--- src/hw/rtl/assert_macros.svh ---
// assertion macros used by gql_ctrl
// no dependencies
`ifndef ASSERT_MACROS_SVH
`define ASSERT_MACROS_SVH

// implication checked on every clock edge outside reset
`define ASSERT_IMPL(label, clk, rst, lhs, rhs) \
   label: assert property (@(posedge clk) disable iff (rst) (lhs) |-> (rhs)) \
      else $error("assertion failed");

// condition that must hold on every clock edge outside reset
`define ASSERT_ALWAYS(label, clk, rst, cond) \
   label: assert property (@(posedge clk) disable iff (rst) (cond)) \
      else $error("assertion failed");

`endif

--- src/hw/rtl/gql_pkg.sv ---
// shared types and constants for the glyph quad layout block
// no dependencies
`default_nettype none
package gql_pkg;

   localparam int CfgBits = 13;
   localparam int CfgIdxBits = 1;
   localparam logic [CfgIdxBits-1:0] CSR_IMAGE_WIDTH = 1'b0;
   localparam logic [CfgIdxBits-1:0] CSR_IMAGE_HEIGHT = 1'b1;
   localparam logic OP_LOAD = 1'b0;
   localparam logic OP_CHAR = 1'b1;
   localparam int PosXBits = 22;
   localparam int PosYBits = 12;
   localparam int TexBits = 17;

   // controller to datapath commands
   typedef struct packed {
      logic capture;    // latch the accepted transaction
      logic div_start;  // start one coordinate division
      logic [1:0] div_sel;  // 0 u0, 1 u1, 2 v0, 3 v1
      logic div_store;  // store quotient of finished division
      logic emit;       // load the output register with a corner
      logic [1:0] corner;
      logic pen_update;
   } ctl_cmd_type;

   // datapath to controller status
   typedef struct packed {
      logic div_done;
   } ctl_sts_type;

endpackage
`default_nettype wire

--- src/hw/rtl/gql_ctrl.sv ---
// controller state machine for the glyph quad layout block
// uses gql_pkg and assert_macros.svh
`default_nettype none
`include "assert_macros.svh"
module gql_ctrl (
   input  wire logic clock,
   input  wire logic reset,
   input  wire logic req_valid,
   input  wire logic req_operation,
   output logic req_stall,
   output logic rsp_valid,
   input  wire logic rsp_stall,
   output gql_pkg::ctl_cmd_type cmd,
   input  gql_pkg::ctl_sts_type sts
);

   typedef enum logic [4:0] {
      ST_IDLE = 5'b00001,
      ST_START = 5'b00010,
      ST_DIV = 5'b00100,
      ST_EMIT = 5'b01000,
      ST_HOLD = 5'b10000
   } state_type;

   state_type state_ff, state_in;
   logic [1:0] sel_ff, sel_in;
   logic [1:0] corner_ff, corner_in;
   logic valid_ff, valid_in;

   // next state
   always_comb begin
      state_in = state_ff;
      sel_in = sel_ff;
      corner_in = corner_ff;
      valid_in = valid_ff;
      cmd = '0;
      cmd.div_sel = sel_ff;
      cmd.corner = corner_ff;
      if (valid_ff && !rsp_stall) begin
         valid_in = 1'b0;
      end
      unique case (state_ff)
         ST_IDLE: begin
            if (req_valid) begin
               cmd.capture = 1'b1;
               if (req_operation == gql_pkg::OP_CHAR) begin
                  state_in = ST_START;
                  sel_in = 2'd0;
               end
            end
         end
         ST_START: begin
            cmd.div_start = 1'b1;
            state_in = ST_DIV;
         end
         ST_DIV: begin
            if (sts.div_done) begin
               cmd.div_store = 1'b1;
               sel_in = sel_ff + 2'd1;
               if (sel_ff == 2'd3) begin
                  state_in = ST_EMIT;
                  corner_in = 2'd0;
               end else begin
                  state_in = ST_START;
               end
            end
         end
         ST_EMIT: begin
            if (!valid_ff || !rsp_stall) begin
               cmd.emit = 1'b1;
               valid_in = 1'b1;
               corner_in = corner_ff + 2'd1;
               if (corner_ff == 2'd3) begin
                  cmd.pen_update = 1'b1;
                  state_in = ST_IDLE;
               end
            end
         end
         ST_HOLD: begin
            state_in = ST_IDLE;
         end
         default: begin
            state_in = ST_IDLE;
         end
      endcase
   end

   assign req_stall = (state_ff != ST_IDLE);
   assign rsp_valid = valid_ff;

   // state registers
   always_ff @(posedge clock) begin
      if (reset) begin
         state_ff <= ST_IDLE;
         sel_ff <= 2'd0;
         corner_ff <= 2'd0;
         valid_ff <= 1'b0;
      end else begin
         state_ff <= state_in;
         sel_ff <= sel_in;
         corner_ff <= corner_in;
         valid_ff <= valid_in;
      end
   end

   `ASSERT_ALWAYS(a_onehot_state, clock, reset, $onehot(state_ff))
   `ASSERT_IMPL(a_emit_only_in_emit, clock, reset, cmd.emit, state_ff == ST_EMIT)
   `ASSERT_IMPL(a_store_after_done, clock, reset, cmd.div_store, sts.div_done)

endmodule
`default_nettype wire

--- config.mk ---
export PLATFORM = sky130hd
export DESIGN_NAME = gql_ctrl
export DESIGN_NICKNAME = d
export VERILOG_FILES = /design/src/hw/rtl/gql_pkg.sv /design/src/hw/rtl/gql_ctrl.sv
export VERILOG_INCLUDE_DIRS = /design/src /design/src/hw/rtl
export SDC_FILE = /design/constraint.sdc
export NUM_CORES = 1
export LEC_CHECK = 0
export CAP_MARGIN = 15
export CORE_AREA = 2 2 39 41
export CTS_BUF_LIST = sky130_fd_sc_hd__clkbuf_4 sky130_fd_sc_hd__clkbuf_8 sky130_fd_sc_hd__clkbuf_16
export DETAILED_ROUTE_END_ITERATION = 16
export DIE_AREA = 0 0 41 43
export DONT_BUFFER_PORTS = 1
export PLACE_DENSITY = 0.65
export SLEW_MARGIN = 20
export SYNTH_ARGS = -nofsm -noshare
export SYNTH_HDL_FRONTEND = slang
export SYNTH_SLANG_ARGS = --single-unit
export TNS_END_PERCENT = 100
--- constraint.sdc ---
create_clock -name clock -period 1.6 [get_ports clock]
set_input_delay 0.08 -clock clock [delete_from_list [all_inputs] [get_ports clock]]
set_output_delay 0.08 -clock clock [all_outputs]
set_load 0.02 [all_outputs]
# After elaboration in Yosys (flattened, before gate mapping)
# Cells that the tools add are included.
word_totals:
  ff_bits: 10
  in_bits: 6
  out_inout_bits: 11
  word_cells: 56
classes:
  add_sub_neg: 2
  eq_ne: 13
  muxes: 28
  n_reduce_logical: 9
ops:
  columns: ["cell", "count"]
  rows:
  - ["$mux W5", 5]
  - ["$pmux W5 S4", 1]
  - ["$mux W1", 13]
  - ["$mux W2", 6]
  - ["$ne A2 B2 Y1 const B", 6]
  - ["$pmux W2 S2", 2]
  - ["$reduce_and A4 Y1", 2]
  - ["$eq A5 B1 Y1 const B", 1]
  - ["$eq A5 B2 Y1 const B", 1]
  - ["$eq A5 B3 Y1 const B", 1]
  - ["$eq A5 B4 Y1 const B", 1]
  - ["$ne A5 B1 Y1 const B", 1]
  - ["$reduce_and A5 Y1", 1]
  - ["$add A2 B1 Y2 const B", 2]
  - ["$eq A2 B2 Y1 const B", 2]
  - ["$mux W4", 1]
  - ["$reduce_bool A2 Y1", 2]
  - ["$logic_not A1 Y1", 2]
  - ["$logic_and A1 B1 Y1", 1]
  - ["$logic_or A1 B1 Y1", 1]

# Logic depth before layout (Yosys ltp)
# Gate-level depths: netlist (run 1).
logic_depth:
  depth_word: 5
  mapped_depth: 4
  mapped_depth_nobuf: 4

# Worst setup path before layout (run 1)
# OpenSTA, ideal clock, no wires.
synth_path:
  path_type: "reg-to-reg"
  from: "register state_ff[1]"
  to: "register state_ff[0]"
  setup_time_ns: 0.114
  arrival_ns: 1.242
  t_required_ns: 1.486
  slack_ns: 0.243
  path_stages_with_launch: 5
  n_path_buf: 1
  synth_period_minus_slack_ns: 1.357
  cell_sequence: "dfxtp_1 -> buf_2 -> or4b_4 -> a21o_1 -> a21bo_1"
synth_via:
  elab_chain_len: 3
  elab_cells_between_ends: 11
  classes_between: "9 x eq/ne; 1 x mux; 1 x reduce/logical"
synth_rtl:
  columns: ["item", "line_no", "rtl"]
  rows:
  - ["start: declaration", "gql_ctrl.sv:25", "state_type state_ff, state_in;"]
  - ["start signal: assignment", "gql_ctrl.sv:99", "state_ff <= state_in;"]
  - ["$eq A5 B4 Y1, or another cell as far along", "gql_ctrl.sv:42", "unique case (state_ff)"]
  - ["$ne A2 B2 Y1 (no source line)", null, null]
  - ["$reduce_and A5 Y1 (no source line)", null, null]
# Parallel ways exist; a longest one is shown, timed or not.
# A chain may end at the register's enable or synchronous reset.

==> flow_summary.toml, run 1 <==
[status]
outcome = "finished clean"

[logic_synthesis]
synth_ff_type = "dfxtp_1"
yosys.area.top_type_share = 0.333
synth_cell_types = 29
ys_async_sr_fraction = 0
synth_edf_count = 0
synth_warnings = 0
netlist_instances = 62
postSynthNetCount = 70
ys_ff_latch = 9
synth_area_um2 = 542
synth_common_cells = "9 x dfxtp_1, 6 x nand2_1, 5 x inv_1, 4 x a21oi_1, 4 x nor4b_1"
seq_area_frac_synth = 0.333
synth_area_leaders = "dfxtp_1 33%, nor4b_1 6.5%, nor4b_2 5.5%, ha_1 4.6%, nand2_1 4.2%"
synth.most_common_cell = "dfxtp_1"
yosys.area.top_type = "dfxtp_1"
syn_area_per_cell_um2 = 8.74

[route]
viasPerCell = 5.50
vias = 462
drc = 0
ant_nets = 0
wl_per_cell_um = 13.0
dr.first_iter.drc_count = 6
dr.pass1.iters = 4
drt-total-wl_um = 1090

[sta]
max_freq_ghz = 0.677
final-setup-viol-count = 0
rsz0062_at_grt = "no"
final.setup_skew_ns = 0.00487
slew_violations = 0
hold_viol_final = 0
fin_crit_sh = 0.924
whs_ns = 0.00673
setup_tns_ns = 0
worst_pin_slew_ns = 0.395
max-slew-margin-rel = 0.733
period_needed_ns = 1.48

[clock_network]
clk_latency_ns = 0.26
cts_buffers = 3
cts_root_buf = "clkbuf_4"
cts_tree = "done"
clockBufferDepth = 2
cts_setup_buffers = 0
cts.htree.levels = 1
cts.sinks = 9
cts.clk_slew.worst_paths_ns = 0.07

[place]
numPortBuffers = 0
place_inst = 79
place_area_um2 = 579
place_congestion = 0.758
hpwl_um = 805

[worst_setup_path]
crit_fanout = 7
cp-start-kind = "register"
arrival_ns = 1.40
required_ns = 1.52
crit_type = "reg -> out"
cp-end-kind = "output port"

[floorplanning]
die_area_mm2 = 0.00176
core_mm2 = 0.00138
fp.dieW_um = 41
rows = 14
die_h_um = 43
ios = 17
start_util = 0.392

[layout]
layout.nets = 77
final_area_um2 = 628
drive_above_1_share = 0.235
register_area_um2 = 183
area_growth_syn_to_layout_pct = 15.9
nFillCells = 152
antenna_cells = 0
post-route-util = 0.454
multi_input_area_um2 = 322
layout.cells.non_filler = 84

[global_route]
gr-usage-all-layers = 0.152
antenna_found_initial = 0
overflow = 0
grt_pass1_vias = 423
grt_pass1_wl_um = 1820
grt_max_degree = 12

[power]
cellLeakagePower_nw = 0.270
vdd_drop_max_mv = 0.494
p_per_area_mw_per_mm2 = 1160

[flow_run]
maxCapViolCount = 0

[min_path]
hp-class = "in -> reg"
==> layout by cell type, fill, tap and decap left out, drive strengths merged <==
master,Yosys,final
nand3b,1,1
dlygate4sd3,0,1
a21oi,4,4
nor2,3,3
inv,5,5
nand2,6,6
a41o,1,1
nor4b,6,6
and3,1,1
nand4b,1,1
a21o,1,1
o21ai,1,1
or4b,1,1
ha,2,2
mux2i,2,2
a31o,1,1
clkbuf,1,4
xor2,1,1
nor2b,2,2
and4,1,1
buf,4,6
a211oi,1,1
a31oi,1,1
dfxtp,9,9
a21bo,1,1
and2,2,2
nand3,2,2
o211ai,1,1
==> sequential cells by signal, summed over array words and instances (netlist names) <==
signal	flops
sel_ff	2
corner_ff	2
state_ff	4
rsp_valid	1
==> worst max-delay path: stages (launching register included) <==
cell,delay (ns)
dfxtp_1,0.38
buf_4,0.18
nor4b_1,0.36
buf_4,0.22
==> through the flow <==
step                      total power [mW]  setup WS, ns
final                                0.730         0.122
after global routing                 0.774        0.0260
after CTS                            0.727        0.0326
after detailed placement             0.527         0.180
after global placement               0.526         0.207
after floorplan                      0.490         0.243
==> what timing repair did <==
action | CTS | global route
hold endpoints to repair | 4 | 0
endpoints found under the setup margin | 0 | 4
hold buffers | 1 | 0
resized for setup | 0 | 3
==> routing by layer <==
metal  vias up  routed length [um]  GRT usage
met5         -                   0          0
met4         0                   0     0.0600
met3         0                  33     0.0524
met2         6                 557      0.216
met1       218                 501      0.205
li1        238                   -          -
==> cell families after synthesis <==
kind of cell	Yosys count	synth area share
AOI/OAI and AO/OA	12	0.152
muxes	2	0.0370
buffers and inverters	10	0.0854
adders and majority gates	2	0.0462
xor gates and xnor gates	1	0.0162
and+or+nand+nor	26	0.330
DFF	9	0.333
==> area by class of cell <==
class | count | area share
Clock buffer | 4 | 0.0478
Inverter | 5 | 0.0299
Multi-Input combinational cell | 43 | 0.512
Sequential cell | 9 | 0.291
Tap cell | 16 | 0.0319
Timing Repair Buffer | 7 | 0.0876
==> path summary, 6_finish.rpt <==
| kind | slack [ns] | end | start | cells after the start |
|---|---|---|---|---|
| worst max register to register | 0.21 | state_ff[0] | state_ff[2] | 3 |
| worst min-delay path | 0.007 | state_ff[2] | sts | 3 |
| worst max-delay path | 0.12 | cmd[7] | state_ff[0] | 3 |
| worst min register to register | 0.52 | state_ff[1] | state_ff[3] | 1 |
==> where the power goes <==
part           internal (mW)  total [mW]  switching (mW)
clock                  0.113       0.194          0.0812
sequential             0.248       0.302          0.0536
combinational          0.111       0.234           0.123
Power figures use the tool's default switching activity.
==> run 2: changes to the inputs <==
--- a/config.mk
+++ b/config.mk
@@ -7,14 +7,15 @@
 export NUM_CORES = 1
 export LEC_CHECK = 0
 export CAP_MARGIN = 15
-export CORE_AREA = 2 2 39 41
+export CELL_PAD_IN_SITES_DETAIL_PLACEMENT = 1
+export CELL_PAD_IN_SITES_GLOBAL_PLACEMENT = 1
+export CORE_MARGIN = 2
+export CORE_UTILIZATION = 41
 export CTS_BUF_LIST = sky130_fd_sc_hd__clkbuf_4 sky130_fd_sc_hd__clkbuf_8 sky130_fd_sc_hd__clkbuf_16
 export DETAILED_ROUTE_END_ITERATION = 16
-export DIE_AREA = 0 0 41 43
 export DONT_BUFFER_PORTS = 1
-export PLACE_DENSITY = 0.65
+export PLACE_DENSITY = 0.81
 export SLEW_MARGIN = 20
 export SYNTH_ARGS = -nofsm -noshare
 export SYNTH_HDL_FRONTEND = slang
 export SYNTH_SLANG_ARGS = --single-unit
-export TNS_END_PERCENT = 100
==> flow_summary.toml, run 2 (synthesis gave the netlist of run 1 again) <==
[place]
place_congestion = 0.786
dp_slack_ns = 0.134
hpwl_um = 933
place_area_um2 = 571
numPortBuffers = 0

[clock_network]
cts.clk_slew.worst_paths_ns = 0.07
cts.sinks = 9
cts_root_buf = "clkbuf_4"
clk_latency_ns = 0.27
clockBufferDepth = 2
cts.htree.levels = 1
cts_tree = "done"
cts_buffers = 3

[sta]
period_needed_ns = 1.58
slew_violations = 0
setup_ws_ns = 0.0150
fin_crit_sh = 0.991
rsz0062_at_grt = "yes"
final-setup-viol-count = 0
max-slew-margin-rel = 0.683
setup_tns_ns = 0
worst_pin_slew_ns = 0.469
final.setup_skew_ns = 0.00139
max_freq_ghz = 0.631
hold_viol_final = 0

[layout]
layout.nets = 77
top_regs = "state_ff: 4 flops, corner_ff: 2 flops, sel_ff: 2 flops"
top_register = "state_ff"
largest_reg_flops = 4
area_growth_syn_to_layout_pct = 16.2
final_area_um2 = 629
drive_above_1_share = 0.221
nFillCells = 153
antenna_cells = 0
final_cell_mix = "7 x dfxtp_1, 6 x nand2_1, 5 x inv_1, 5 x buf_4"
mostFrequentLayoutCell = "dfxtp_1"

[worst_setup_path]
crit_type = "reg -> out"
cp-start-kind = "register"
worst-path-buf-inv = 1
crit_chain = "nor4b_1, buf_4, and3_1"
cp-end-kind = "output port"
required_ns = 1.52
path_delay_family = "simple AND/OR/NAND/NOR gates"
cp_slowest_cell = "dfxtp_1"
crit_fanout = 11
slowest_delay_ns = 0.43
arrival_ns = 1.50

[global_route]
grt.met1_usage = 0.273
gr-usage-all-layers = 0.223
grt_max_degree = 12
top_usage_layer = "met2"
grt_pass1_vias = 469
antenna_found_initial = 0
overflow = 0
grt_pass1_wl_um = 2300
grtUsageMet2 = 0.337
use_met3 = 0.0889

[floorplanning]
die_h_um = 40.4
ios = 17
start_util = 0.427
core_mm2 = 0.00127
die_area_mm2 = 0.00163
rows = 13
fp.dieW_um = 40.4

[route]
ant_nets = 0
dr.first_iter.drc_count = 8
dr.pass1.iters = 6
drt-total-wl_um = 1430
viasPerCell = 5.95
drc = 0
wl_per_cell_um = 17.2
vias = 494

[min_path]
hp-class = "in -> reg"

[power]
vdd_drop_max_mv = 0.513
p_per_area_mw_per_mm2 = 1160
cellLeakagePower_nw = 0.270

[status]
outcome = "finished clean"

[flow_run]
maxCapViolCount = 0
## run 2: cell types whose count changed in the layout (fill, tap and decap cells not counted), sizes merged
cell,previous run,this run
dlygate4sd3,1,2
buf,6,5
## run 2: metrics by stage
step           power (mW)  instances   util  hold WS, ns
6_report            0.733         83  0.496       0.0187
4_1_cts             0.740         83  0.495       0.0130
5_1_grt             0.779         83  0.496       0.0120
2_1_floorplan       0.490         62      -        0.258
3_5_place_dp        0.519         77  0.450        0.155
3_3_place_gp        0.506         77  0.450        0.151
## run 2: path summary, 6_finish.rpt
path / depth (start not counted) / endpoint / slack [ns] / from
min: 2 / state_ff[1] / 0.02 / reset
max reg2reg: 3 / state_ff[0] / 0.13 / state_ff[0]
min reg2reg: 1 / state_ff[1] / 0.55 / state_ff[3]
max: 3 / cmd[0] / 0.02 / state_ff[0]
## run 2: report_power, final
group | internal [mW] | leakage [nW] | switching [mW]
combinational | 0.100 | 0.178 | 0.110
sequential | 0.248 | 0.0739 | 0.0701
clock | 0.113 | 0.0184 | 0.0919
## run 2: area by class of cell
type	count	area [um^2]	area share
clock buffers	4	30.0	0.0477
inverters	5	18.8	0.0298
multi-input cells	43	322	0.511
flip-flops and latches	9	183	0.290
well taps	15	18.8	0.0298
repair buffers	7	57.6	0.0915
## run 2: timing repair
item	CTS	global route
setup buffers	0	0
endpoints found under the hold margin	4	0
resized for setup	2	1
hold buffers	2	0
setup endpoints to repair	2	5
## run 2: worst register-to-register path, cell delays in order, from the launching register on
cell and delay [ns]:
dfxtp_1 0.43, or4b_4 0.59, a21o_1 0.19, a21bo_1 0.16
## run 2: routing by layer
layer  vias to the layer above  routed length, um  share of wire
met5                         -                  0              0
met4                         0                 25          0.018
li1                        234                  -              -
met2                        12                745           0.52
met1                       244                592           0.41
met3                         4                 64          0.045
==> run 3: changes to the inputs <==
--- a/config.mk
+++ b/config.mk
@@ -14,7 +14,9 @@
 export CTS_BUF_LIST = sky130_fd_sc_hd__clkbuf_4 sky130_fd_sc_hd__clkbuf_8 sky130_fd_sc_hd__clkbuf_16
 export DETAILED_ROUTE_END_ITERATION = 16
 export DONT_BUFFER_PORTS = 1
+export HOLD_SLACK_MARGIN = 0.06
 export PLACE_DENSITY = 0.81
+export SKIP_LAST_GASP = 1
 export SLEW_MARGIN = 20
 export SYNTH_ARGS = -nofsm -noshare
 export SYNTH_HDL_FRONTEND = slang
==> flow_summary.toml, run 3 (synthesis gave the netlist of run 1 again) <==
[status]
outcome = "finished with violations"
violations = "setup timing"

[clock_network]
clockBufferDepth = 2
cts.sinks = 9
cts_buffers = 3
cts.clk_slew.worst_paths_ns = 0.07
cts_root_buf = "clkbuf_4"
cts.htree.levels = 1
clk_latency_ns = 0.27
cts_tree = "done"

[global_route]
gr-usage-all-layers = 0.223
grt_pass1_wl_um = 2300
grt_max_degree = 12
grt_pass1_vias = 480
antenna_found_initial = 0
overflow = 0

[floorplanning]
fp.dieW_um = 40.4
die_h_um = 40.4
rows = 13
ios = 17
die_area_mm2 = 0.00163
core_mm2 = 0.00127
start_util = 0.427

[worst_setup_path]
arrival_ns = 1.53
startpoint = "state_ff[1]"
crit_type = "reg -> out"
crit_fanout = 9
rr_startpoint = "state_ff[0]"
ff2ff_setup_slack_ns = 0.12
r2r_cells = 3
cp-start-kind = "register"
cp-end-kind = "output port"
required_ns = 1.52
cp-endpoint = "cmd[7]"
r2r_end = "state_ff[0]"

[layout]
final_cell_mix = "7 x dfxtp_1, 6 x nand2_1, 5 x inv_1, 5 x buf_4"
final_area_um2 = 629
layout.nets = 77
drive_above_1_share = 0.221
mostFrequentLayoutCell = "dfxtp_1"
area_growth_syn_to_layout_pct = 16.2
register_area_um2 = 183
nFillCells = 153
antenna_cells = 0
multi_input_area_um2 = 322
top_regs = "state_ff: 4 flops, corner_ff: 2 flops, sel_ff: 2 flops"
top_register = "state_ff"
post-route-util = 0.496
largest_reg_flops = 4

[route]
vias = 495
ant_nets = 0
wl_per_cell_um = 17.2
drt-total-wl_um = 1430
drc = 0
dr.first_iter.drc_count = 6
dr.pass1.iters = 4
viasPerCell = 5.96

[place]
place_area_um2 = 571
place_congestion = 0.786
numPortBuffers = 0
hpwl_um = 933
dp_slack_ns = 0.134

[sta]
max-slew-margin-rel = 0.659
period_needed_ns = 1.61
setup_ws_ns = -0.00887
worst_pin_slew_ns = 0.504
max_freq_ghz = 0.622
rsz0062_at_grt = "yes"
hold_viol_final = 0
fin_crit_sh = 1.01
final.setup_skew_ns = 0.00154
final-setup-viol-count = 1
slew_violations = 0

[power]
finalPower_uw = 735
p_per_area_mw_per_mm2 = 1170
cellLeakagePower_nw = 0.270
vdd_drop_max_mv = 0.513

[flow_run]
maxCapViolCount = 0

[min_path]
hp-class = "in -> reg"
whs_path_depth = 2
-- run 3: cell counts in the layout (fill, tap and decap cells not counted) --
Identical to the previous run, type by type.
-- run 3: final cells by class --
type,instances,share of cell area
flip-flops and latches,9,0.290
well taps,15,0.0298
clock buffers,4,0.0477
inverters,5,0.0298
repair buffers,7,0.0915
multi-input cells,43,0.511
-- run 3: timing repair --
action | CTS | global route
buffers inserted | 0 | 0
endpoints found under the setup margin | 2 | 5
resized for setup | 2 | 1
endpoints found under the hold margin | 8 | 0
hold buffers | 2 | 0
gates cloned | 0 | 0
-- run 3: how the worst min path moves through the flow --
stage                     start     endpoint  slack (ns)
after floorplan             sts  state_ff[2]        0.26
after global placement    reset  state_ff[3]        0.15
after detailed placement  reset    rsp_valid        0.16
after CTS                   sts  state_ff[1]        0.07
after global routing        sts  state_ff[1]        0.06
final                       sts  state_ff[1]        0.08
-- run 3: metrics by stage --
stage	setup TNS, ns	hold WS [ns]	instances
after floorplan	0	0.258	62
after global placement	0	0.151	77
after detailed placement	0	0.155	77
after CTS	-0.00215	0.0653	83
after global routing	-0.244	0.0609	83
final	-0.00887	0.0753	83
-- run 3: report_power, final --
part           total, mW  switching (mW)  leakage, nW  internal (mW)
logic              0.212           0.112        0.178         0.0999
clock network      0.204          0.0910       0.0184          0.113
registers          0.319          0.0714       0.0739          0.248
-- run 3: critical path, cell delays in order, from the launching register on --
cell	delay [ns]
dfxtp_1	0.53
nor4b_1	0.48
buf_4	0.24
-- run 3: metal layers --
metal,global-route usage,part of all wire
met3,0.0889,0.045
met5,0,0
met1,0.273,0.42
met2,0.337,0.51
met4,0.100,0.019
